`config.mk`:
```
export PLATFORM = sky130hd
export DESIGN_NAME = source_text_tokenizer
export DESIGN_NICKNAME = d
export VERILOG_FILES = /design/src/hdl/stt_pkg.sv /design/src/hdl/source_text_tokenizer.sv /design/src/hdl/stt_core.sv
export SDC_FILE = /design/constraint.sdc
export NUM_CORES = 1
export LEC_CHECK = 0
export BUFFER_PORTS_ARGS = -buffer_cell sky130_fd_sc_hd__clkbuf_2
export CORE_ASPECT_RATIO = 1.4
export CORE_MARGIN = 4
export CORE_UTILIZATION = 50
export DETAILED_ROUTE_END_ITERATION = 8
export GPL_TIMING_DRIVEN = 0
export PLACE_DENSITY = 0.67
export SYNTH_ARGS = -nofsm -noshare
export SYNTH_HDL_FRONTEND = slang
export SYNTH_HIERARCHICAL = 1
export SYNTH_SLANG_ARGS = --single-unit
```
`constraint.sdc`:
```
create_clock -name clk -period 12.7 [get_ports clk]
set_input_delay 1.905 -clock clk [delete_from_list [all_inputs] [get_ports clk]]
set_output_delay 1.905 -clock clk [all_outputs]
set_load 0.05 [all_outputs]
```
`src/hdl/stt_pkg.sv`:
```
// ----------------------------------------------------------------------------
// stt_pkg
// Shared types, constants and helpers of the source text tokenizer.
// ----------------------------------------------------------------------------
`default_nettype none

package stt_pkg;

    // Internal width of line, column and length counters
    localparam int CNT_W = 16;
    localparam int OFS_W = 32;
    localparam int FLD_W = 16;

    localparam logic [CNT_W-1:0] CNT_MAX = '1;
    localparam logic [OFS_W-1:0] OFS_MAX = '1;

    // Token kinds as they appear on the output tuser
    typedef enum logic [2:0] {
        KIND_LET     = 3'd0,
        KIND_IDENT   = 3'd1,
        KIND_NUMBER  = 3'd2,
        KIND_PLUS    = 3'd3,
        KIND_EQUAL   = 3'd4,
        KIND_SEMI    = 3'd5,
        KIND_END     = 3'd6,
        KIND_UNKNOWN = 3'd7
    } tok_kind_t;

    // Input op codes
    localparam logic OP_BYTE = 1'b0;
    localparam logic OP_END  = 1'b1;

    // Keyword match progress: bytes of "let" matched, or failed
    localparam logic [2:0] KW_START = 3'd0;
    localparam logic [2:0] KW_DONE  = 3'd3;
    localparam logic [2:0] KW_FAIL  = 3'd4;

    // Character codes
    localparam logic [7:0] CH_PLUS   = 8'h2B;
    localparam logic [7:0] CH_EQUAL  = 8'h3D;
    localparam logic [7:0] CH_SEMI   = 8'h3B;
    localparam logic [7:0] CH_USCORE = 8'h5F;
    localparam logic [7:0] CH_NL     = 8'h0A;
    localparam logic [7:0] CH_SPACE  = 8'h20;
    localparam logic [7:0] CH_L      = 8'h6C;
    localparam logic [7:0] CH_E      = 8'h65;
    localparam logic [7:0] CH_T      = 8'h74;

    // One token record
    typedef struct packed {
        tok_kind_t         kind;
        logic [FLD_W-1:0]  line;
        logic [FLD_W-1:0]  column;
        logic [OFS_W-1:0]  offset;
        logic [FLD_W-1:0]  length;
        logic [7:0]        uchar;
        logic              last;
    } tok_rec_t;

    // Records produced by one accepted word, in output order
    typedef struct packed {
        logic [1:0] count;
        tok_rec_t   rec0;
        tok_rec_t   rec1;
    } tok_res_t;

    // Byte of the keyword at a given match position
    function automatic logic [7:0] kw_char(input logic [1:0] idx);
        logic [7:0] ch;
        unique case (idx)
            2'd0:    ch = CH_L;
            2'd1:    ch = CH_E;
            2'd2:    ch = CH_T;
            default: ch = 8'h00;
        endcase
        return ch;
    endfunction

    function automatic logic is_letter(input logic [7:0] c);
        return ((c >= 8'h61) && (c <= 8'h7A)) || ((c >= 8'h41) && (c <= 8'h5A));
    endfunction

    function automatic logic is_digit(input logic [7:0] c);
        return (c >= 8'h30) && (c <= 8'h39);
    endfunction

    function automatic logic is_space(input logic [7:0] c);
        return (c == CH_SPACE) || ((c >= 8'h09) && (c <= 8'h0D));
    endfunction

    function automatic logic [CNT_W-1:0] sat_inc(input logic [CNT_W-1:0] v);
        return (v == CNT_MAX) ? CNT_MAX : v + CNT_W'(1);
    endfunction

    // Show a counter in a 16-bit field, clamped to the field's top value
    function automatic logic [FLD_W-1:0] clamp16(input logic [CNT_W-1:0] v);
        logic [31:0] w;
        w = 32'(v);
        return (w > 32'h0000_FFFF) ? 16'hFFFF : w[FLD_W-1:0];
    endfunction

endpackage

`default_nettype wire

```
`src/hdl/source_text_tokenizer.sv`:
```
// ----------------------------------------------------------------------------
// source_text_tokenizer
// Byte-serial lexer: source bytes in, token records out.
// ----------------------------------------------------------------------------
// Input words carry one source byte (tuser = 0) or an end-of-input mark
// (tuser = 1). Each output word is one token record: kind on tuser, position,
// length and the single-byte token code on tdata, tlast on the final record
// caused by one input word.
// An accepted word is decoded in the same cycle and its records (zero, one
// or two) are registered in a four-entry output queue, whose oldest record
// shows on m_axis. An identifier or number comes out with the word that
// ends it.
// Throughput is one input word per cycle while at most two records wait;
// the output side drains one record per cycle while m_axis_tready is high,
// so input that yields two records per word runs at the output's pace.
// Reset clears the scanner to line 1, column 1, offset 0 and empties the
// queue. When the receiver stalls, the queue fills and s_axis_tready drops
// once fewer than two free entries remain; nothing is lost.
// ----------------------------------------------------------------------------
`default_nettype none

module source_text_tokenizer
    import stt_pkg::*;
(
    input  wire logic        clk,
    input  wire logic        rst_n,
    input  wire logic        s_axis_tvalid,
    output logic             s_axis_tready,
    input  wire logic [7:0]  s_axis_tdata,   // [7:0] char_code
    input  wire logic [0:0]  s_axis_tuser,   // [0] op
    output logic             m_axis_tvalid,
    input  wire logic        m_axis_tready,
    // [15:0] token_line, [31:16] token_column, [63:32] token_offset,
    // [79:64] token_length, [87:80] unknown_char
    output logic [87:0]      m_axis_tdata,
    output logic [2:0]       m_axis_tuser,   // [2:0] token_kind
    output logic             m_axis_tlast
);

    localparam int Q_DEPTH = 4;
    localparam int Q_AW    = $clog2(Q_DEPTH);

    tok_res_t          res;
    logic              in_fire, pop;
    tok_rec_t          q_mem [Q_DEPTH];
    tok_rec_t          head;
    logic [Q_AW-1:0]   rd_ptr_reg, rd_ptr_next;
    logic [Q_AW-1:0]   wr_ptr_reg, wr_ptr_next;
    logic [Q_AW:0]     cnt_reg, cnt_next;

    assign s_axis_tready = (cnt_reg <= (Q_AW+1)'(Q_DEPTH - 2));
    assign in_fire       = s_axis_tvalid && s_axis_tready;

    stt_core u_core (
        .clk       (clk),
        .rst_n     (rst_n),
        .in_fire   (in_fire),
        .op        (s_axis_tuser[0]),
        .char_code (s_axis_tdata),
        .res       (res)
    );

    // Present the queue head
    assign head          = q_mem[rd_ptr_reg];
    assign m_axis_tvalid = (cnt_reg != '0);
    assign pop           = m_axis_tvalid && m_axis_tready;
    assign m_axis_tuser  = head.kind;
    assign m_axis_tlast  = head.last;
    assign m_axis_tdata  = {head.uchar, head.length, head.offset, head.column, head.line};

    // Advance pointers and fill count
    assign wr_ptr_next = wr_ptr_reg + Q_AW'(res.count);
    assign rd_ptr_next = rd_ptr_reg + Q_AW'(pop);
    assign cnt_next    = cnt_reg + (Q_AW+1)'(res.count) - (Q_AW+1)'(pop);

    // Write records into the queue
    always_ff @(posedge clk)
    begin
        if (res.count != 2'd0)
            q_mem[wr_ptr_reg] <= res.rec0;
        if (res.count == 2'd2)
            q_mem[wr_ptr_reg + Q_AW'(1)] <= res.rec1;
    end

    always_ff @(posedge clk or negedge rst_n)
    begin
        if (!rst_n)
        begin
            rd_ptr_reg <= '0;
            wr_ptr_reg <= '0;
            cnt_reg    <= '0;
        end
        else
        begin
            rd_ptr_reg <= rd_ptr_next;
            wr_ptr_reg <= wr_ptr_next;
            cnt_reg    <= cnt_next;
        end
    end

endmodule

`default_nettype wire

```
`src/hdl/stt_core.sv`:
```
// ----------------------------------------------------------------------------
// stt_core
// Scanner state and per-byte token decode: one accepted word per cycle,
// up to two token records out, all in one pass of logic.
// ----------------------------------------------------------------------------
`default_nettype none

module stt_core
    import stt_pkg::*;
(
    input  wire logic     clk,
    input  wire logic     rst_n,
    input  wire logic     in_fire,
    input  wire logic     op,
    input  wire logic [7:0] char_code,
    output tok_res_t      res
);

    typedef enum logic [1:0] {
        MODE_IDLE   = 2'd0,
        MODE_IDENT  = 2'd1,
        MODE_NUMBER = 2'd2
    } scan_mode_t;

    scan_mode_t       mode_reg, mode_next;
    logic [CNT_W-1:0] line_reg, line_next;
    logic [CNT_W-1:0] col_reg, col_next;
    logic [OFS_W-1:0] ofs_reg, ofs_next;
    logic [CNT_W-1:0] scol_reg, scol_next;
    logic [OFS_W-1:0] sofs_reg, sofs_next;
    logic [CNT_W-1:0] plen_reg, plen_next;
    logic [2:0]       kw_reg, kw_next;

    logic             c_letter, c_digit, c_space, c_word;
    logic             pending;
    logic [OFS_W-1:0] ofs_adv;
    logic [CNT_W-1:0] line_adv, col_adv;
    logic [2:0]       kw_adv;
    tok_rec_t         flush_rec, cur_rec;
    tok_kind_t        single_kind;

    // Classify the byte
    assign c_letter = is_letter(char_code);
    assign c_digit  = is_digit(char_code);
    assign c_space  = is_space(char_code);
    assign c_word   = c_letter || c_digit || (char_code == CH_USCORE);
    assign pending  = (mode_reg != MODE_IDLE);

    // Position after this byte
    assign ofs_adv  = (ofs_reg == OFS_MAX) ? ofs_reg : ofs_reg + OFS_W'(1);
    assign line_adv = (char_code == CH_NL) ? sat_inc(line_reg) : line_reg;
    assign col_adv  = (char_code == CH_NL) ? CNT_W'(1) : sat_inc(col_reg);

    // Keyword match step
    assign kw_adv = ((kw_reg < KW_DONE) && (char_code == kw_char(kw_reg[1:0])))
                  ? kw_reg + 3'd1 : KW_FAIL;

    // Single-byte token kind
    always_comb
    begin
        priority if (char_code == CH_PLUS)  single_kind = KIND_PLUS;
        else if (char_code == CH_EQUAL)     single_kind = KIND_EQUAL;
        else if (char_code == CH_SEMI)      single_kind = KIND_SEMI;
        else                                single_kind = KIND_UNKNOWN;
    end

    // Record of the pending identifier or number
    always_comb
    begin
        flush_rec        = '0;
        if (mode_reg == MODE_IDENT)
            flush_rec.kind = (kw_reg == KW_DONE) ? KIND_LET : KIND_IDENT;
        else
            flush_rec.kind = KIND_NUMBER;
        flush_rec.line   = clamp16(line_reg);
        flush_rec.column = clamp16(scol_reg);
        flush_rec.offset = sofs_reg;
        flush_rec.length = clamp16(plen_reg);
    end

    // Record at the current position: end of input or a single-byte token
    always_comb
    begin
        cur_rec        = '0;
        cur_rec.line   = clamp16(line_reg);
        cur_rec.column = clamp16(col_reg);
        cur_rec.offset = ofs_reg;
        if (op == OP_END)
        begin
            cur_rec.kind = KIND_END;
        end
        else
        begin
            cur_rec.kind   = single_kind;
            cur_rec.length = FLD_W'(1);
            cur_rec.uchar  = char_code;
        end
    end

    // Next state and records for the accepted word
    always_comb
    begin
        mode_next = mode_reg;
        line_next = line_reg;
        col_next  = col_reg;
        ofs_next  = ofs_reg;
        scol_next = scol_reg;
        sofs_next = sofs_reg;
        plen_next = plen_reg;
        kw_next   = kw_reg;
        res       = '0;

        if (in_fire)
        begin
            if (op == OP_END)
            begin
                // Flush, close the stream and start over
                if (pending)
                begin
                    res.count = 2'd2;
                    res.rec0  = flush_rec;
                    res.rec1  = cur_rec;
                end
                else
                begin
                    res.count = 2'd1;
                    res.rec0  = cur_rec;
                end
                mode_next = MODE_IDLE;
                line_next = CNT_W'(1);
                col_next  = CNT_W'(1);
                ofs_next  = '0;
                scol_next = '0;
                sofs_next = '0;
                plen_next = '0;
                kw_next   = KW_START;
            end
            else if (((mode_reg == MODE_IDENT) && c_word) ||
                     ((mode_reg == MODE_NUMBER) && c_digit))
            begin
                // Extend the pending token
                plen_next = sat_inc(plen_reg);
                if (mode_reg == MODE_IDENT)
                    kw_next = kw_adv;
                ofs_next  = ofs_adv;
                line_next = line_adv;
                col_next  = col_adv;
            end
            else
            begin
                // Close any pending token
                if (pending)
                begin
                    res.count = 2'd1;
                    res.rec0  = flush_rec;
                    mode_next = MODE_IDLE;
                end
                if (c_space)
                begin
                    // skip
                end
                else if (c_letter || c_digit)
                begin
                    mode_next = c_letter ? MODE_IDENT : MODE_NUMBER;
                    scol_next = col_reg;
                    sofs_next = ofs_reg;
                    plen_next = CNT_W'(1);
                    if (c_letter)
                        kw_next = (char_code == CH_L) ? 3'd1 : KW_FAIL;
                    else
                        kw_next = KW_START;
                end
                else
                begin
                    if (pending)
                        res.rec1 = cur_rec;
                    else
                        res.rec0 = cur_rec;
                    res.count = res.count + 2'd1;
                end
                ofs_next  = ofs_adv;
                line_next = line_adv;
                col_next  = col_adv;
            end

            // Mark the last record of this word
            if (res.count == 2'd1)
                res.rec0.last = 1'b1;
            else if (res.count == 2'd2)
                res.rec1.last = 1'b1;
        end
    end

    // Hold scanner state
    always_ff @(posedge clk or negedge rst_n)
    begin
        if (!rst_n)
        begin
            mode_reg <= MODE_IDLE;
            line_reg <= CNT_W'(1);
            col_reg  <= CNT_W'(1);
            ofs_reg  <= '0;
            scol_reg <= '0;
            sofs_reg <= '0;
            plen_reg <= '0;
            kw_reg   <= KW_START;
        end
        else
        begin
            mode_reg <= mode_next;
            line_reg <= line_next;
            col_reg  <= col_next;
            ofs_reg  <= ofs_next;
            scol_reg <= scol_next;
            sofs_reg <= sofs_next;
            plen_reg <= plen_next;
            kw_reg   <= kw_next;
        end
    end

endmodule

`default_nettype wire

```
======== Word level (Yosys, flattened, before mapping) ========
Memory sizes are Yosys's and may differ from the RTL's.
Index checks and enable logic that the tools add are counted.
word-level totals
  memory bits (writable) .................. 368
  memories ................................ 1
  latch bits .............................. 0
  output and inout port bits .............. 94
  logic and storage cells ................. 148
  flip-flop bits (word level) ............. 140
  input bits .............................. 13
  memory bits (read-only) ................. 0
cells by class
  equal/unequal tests ..................... 25
  muxes and demuxes ....................... 63
  $lt $le $gt $ge ......................... 10
  $add $sub $neg .......................... 11
  $mul .................................... 0
  reduce and logical (&&, ||, !) cells .... 27
  divide/modulo/power cells ............... 0
  shifts and indexed selects .............. 0
  bitwise logic cells ..................... 0
memories
  memory  words  bits a word  read ports  clocked after Yosys merged registers in  wr ports  RTL line                     source
  q_mem   4      92           1           0                                        2         source_text_tokenizer.sv:45  tok_rec_t q_mem [Q_DEPTH];
operator list
  cell                                                                                 number
  186-bit two-way mux                                                                  6
  94-bit two-way mux                                                                   4
  16-bit two-way mux                                                                   15
  32-bit two-way mux                                                                   6
  92-bit two-way mux                                                                   2
  93-bit two-way mux                                                                   1
  16-bit by 1-bit adder with 16-bit output, second input constant                      3
  16-bit equality test, second input constant                                          3
  3-bit two-way mux                                                                    12
  32-bit by 1-bit adder with 32-bit output, second input constant                      1
  32-bit equality test, second input constant                                          1
  8-bit by 6-bit equality test with 1-bit output, second input constant                4
  7-bit case mux with 3 select lines                                                   1
  8-bit by 7-bit equality test with 1-bit output, second input constant                2
  8-bit by 7-bit greater-or-equal comparator with 1-bit output, second input constant  2
  8-bit by 7-bit less-or-equal comparator with 1-bit output, second input constant     2
  2-bit two-way mux                                                                    7
  1-bit logical AND                                                                    9
  9-bit two-way mux                                                                    1
  2-bit equality test, second input constant                                           4
  8-bit by 4-bit equality test with 1-bit output, second input constant                1
  8-bit by 7-bit equality test with 1-bit output                                       1
  8-bit by 4-bit greater-or-equal comparator with 1-bit output, second input constant  1
  8-bit by 6-bit greater-or-equal comparator with 1-bit output, second input constant  1
  23 further kinds                                                                     46

======== Logic depth before layout (Yosys ltp) ========
  word-level depth ........................ 23
  mapped depth ............................ 16
  mapped depth without buffers ............ 13

======== Hierarchy ========
The synthesis kept the hierarchy.
modules (own cells, without submodules)
  module                 times used  area an instance (um2)  cells each  seq. area each (um2)
  source_text_tokenizer  1           18803.0                 930         11225.8
  stt_core               1           9090.0                  1054        3330.7

======== Least setup slack after synthesis ========
No wires, ideal clock.
  path kind ............................... input to register
  from .................................... input port s_axis_tdata[6]
  to ...................................... memory q_mem[0][0] (netlist name), enable pin
  arrival time ............................ 10.983 ns
  slack ................................... 1.038 ns
  required time ........................... 12.021 ns
  stages on the path ...................... 11
  cells stage by stage .................... buf_2 -> nand4bb_4 -> or2_1 -> buf_2 -> nand2_4 -> inv_2 -> ha_1 -> mux2i_1 -> o32ai_1 -> nor2_1 -> o31ai_1
RTL lines
  item                RTL line                     source
  start: declaration  source_text_tokenizer.sv:29  input wire logic [7:0] s_axis_tdata,
  end: declaration    source_text_tokenizer.sv:45

==> impl_metrics.tcl <==
set metrics [dict create \
    status "finished clean" \
    antenna_cells 0 \
    yosys.cell_types.count 88 \
    max-vdd-ir-drop_v 0.000130 \
    grt.total_usage 0.244 \
    fmax_mhz 160 \
    place_hpwl_um 51800 \
    postCtsResizedCells 0 \
    skew_ps 30.8 \
    setup_viol 0 \
    fillerInstances 4454 \
    wire_per_inst_um 25.1 \
    worstMarginPinSlew_ps 1370 \
    hold_viol_final 0 \
    grt.overflow.total 0 \
    wl_um 74000 \
    synth_top_flop_cell "edfxtp_1" \
    die_h_um 287 \
    period_needed_ps 6260 \
    initial_utilization 0.505 \
    hold_path_class "reg -> reg" \
    grt_pass1_wl_um 114000 \
    drive_gt1_frac 0.350 \
    antenna_found_initial 1 \
    avgViaCountPerCell 6.26 \
    ys_warn_count 6 \
    cts.htree.levels 2 \
    rsz0062_at_grt "false" \
    placedInstanceArea_um2 29900 \
    drtPass1Iterations 7 \
    p_leak_uw 0.0122 \
    worst_setup_path_start_kind "primary input" \
    ys_ff_latch 508 \
    maxCapViolations 0 \
    io_buffers 102 \
    stdcell_area_um2 31400 \
    synth_edf_count 368 \
    layout_common_cells "edfxtp_1 (368), mux2_2 (197), mux2_4 (149)" \
    die_w_um 208 \
    grt_pass1_vias 19177 \
    endpoint "q_mem[1][60]" \
    final_nets 2200 \
    final_common_cell "edfxtp_1" \
    cp.arrival_ps 6550 \
    critPathKind "in -> reg" \
    drv_slew 0 \
    worst_r2r_endpoint "q_mem[1][60]" \
    seq_area_frac_synth 0.522 \
    post_cts_buffers 0 \
    row_count 102 \
    largest_reg_flops 368 \
    power_density_nw_per_um2 187 \
    root_buffer "clkbuf_16" \
    drtIter0Drc 1509 \
    synthesis.area_um2 27900 \
    crit_required_ps 12990 \
    r2r_setup_slack_ps 6480 \
    clockBufferDepth 3 \
    post-route-period-util 0.493 \
    cts_buffers 50 \
    timing.rr.start "u_core/mode_reg[0]" \
    critPathLaunch "s_axis_tdata[2]" \
    max_slew_margin 0.0809 \
    worstRegToRegCells 11 \
    area_delta_synth_final_pct 12.7 \
    hold_ws_ps 508 \
    cts_tree "built" \
    place_congestion 0.890 \
    hold_buffers 0 \
    vias 18426 \
    worstSetupEndpointType "register" \
    remaining_drc_errors 0 \
    clock-sinks 508 \
    dp_cells 2849 \
    syn_inst 1984 \
    clk_pin_slew_ps 60 \
    clkLatencyLatePin_ps 590 \
    ant_nets 0 \
    ios 107 \
    final_cells 2943 \
    cp_max_fo 23 \
    total_power_uw 5890 \
    dieArea_um2 59700 \
    core_um2 55300 \
    syn_area_per_cell_um2 14.1 \
    tns_ps 0 \
    grt_start_max_net_pins 99 \
    synthArstFlopShare 0.276 \
]
kinds of logic after synthesis:
group                      Yosys count  synth area share
AOI/OAI and AO/OA                  347            0.0938
xor gates and xnor gates            10           0.00314
adders and majority gates           14           0.00655
buffers and inverters              200            0.0416
DFF                                508             0.522
muxes                              471             0.247
other                                1          0.000134
and+or+nand+nor                    433            0.0860
cells in the mapped netlist, drive strengths merged, types with 7 or more instances:
master,count,area [um^2]
dfrtp,138,3450
mux2i,9,90.1
mux2,370,4730
o31ai,18,149
nor4,15,115
or4,11,86.3
and3,84,526
nand2,102,390
buf,105,793
nand2b,12,75.1
mux4,92,2070
inv,26,97.6
a21o,13,97.6
ha,13,163
o311ai,9,86.3
a21oi,43,215
o21ai,84,432
a32o,46,460
nor3,32,165
a22o,72,631
edfxtp,368,11100
nor2b,7,43.8
or3,14,92.6
nand3,37,185
xnor2,7,61.3
nand4,18,113
a31oi,12,81.3
nor2,53,201
and2,21,131
clkbuf,68,267
layer usage:
metal,wire length (um),vias to the layer above,global-route usage,share of wire
li1,-,8201,-,-
met1,28500,9397,0.300,0.39
met2,38400,633,0.440,0.52
met3,3880,195,0.0315,0.052
met4,3240,0,0.0940,0.044
met5,0,-,0,0
how the worst min path moves through the flow:
stage | from | endpoint | slack (ps) | depth (start not counted)
after floorplan | u_core/scol_reg[10] | u_core/scol_reg[10] | 470 | 1
after global placement | u_core/sofs_reg[23] | u_core/sofs_reg[23] | 490 | 1
after detailed placement | u_core/sofs_reg[10] | u_core/sofs_reg[10] | 490 | 1
after CTS | u_core/scol_reg[10] | u_core/scol_reg[10] | 510 | 1
after global routing | u_core/sofs_reg[11] | u_core/sofs_reg[11] | 510 | 1
final | u_core/scol_reg[10] | u_core/scol_reg[10] | 510 | 1
worst max-delay path, stage by stage:
cell	delay (ps)
clkbuf_2	100
clkbuf_1	200
o21a_1	270
or2_1	210
buf_2	180
nand2_4	150
inv_2	100
ha_1	320
mux2i_1	80
o32ai_1	1150
mux2i_1	400
nor2_4	740
buf_12	300
buf_12	210
buf_16	190
where the power goes:
part / total [uW] / leakage, uW / internal [uW] / switching, uW
sequential: 2100 / 0.00548 / 2020 / 76.8
combinational: 2340 / 0.00595 / 727 / 1620
clock: 1440 / 0.000760 / 802 / 643
total: 5890 / 0.0122 / 3550 / 2340
metrics by stage:
| stage | utilization | setup WS (ps) |
|---|---|---|
| finish | 0.569 | 6440 |
| global route | 0.569 | 6170 |
| CTS | 0.569 | 6520 |
| detailed placement | 0.541 | 5880 |
| global placement | 0.531 | -6160 |
| floorplan | - | 1040 |
final cells by class:
type / instances / area (um^2) / area share
plain buffers: 173 / 1060 / 0.0337
flip-flops and latches: 508 / 14600 / 0.463
well taps: 728 / 911 / 0.0290
multi-input cells: 1290 / 12300 / 0.390
clock buffers: 65 / 1330 / 0.0422
inverters: 27 / 101 / 0.00322
repair buffers: 123 / 975 / 0.0310
clock inverters: 29 / 241 / 0.00768
(Power assumes the default switching activity.)
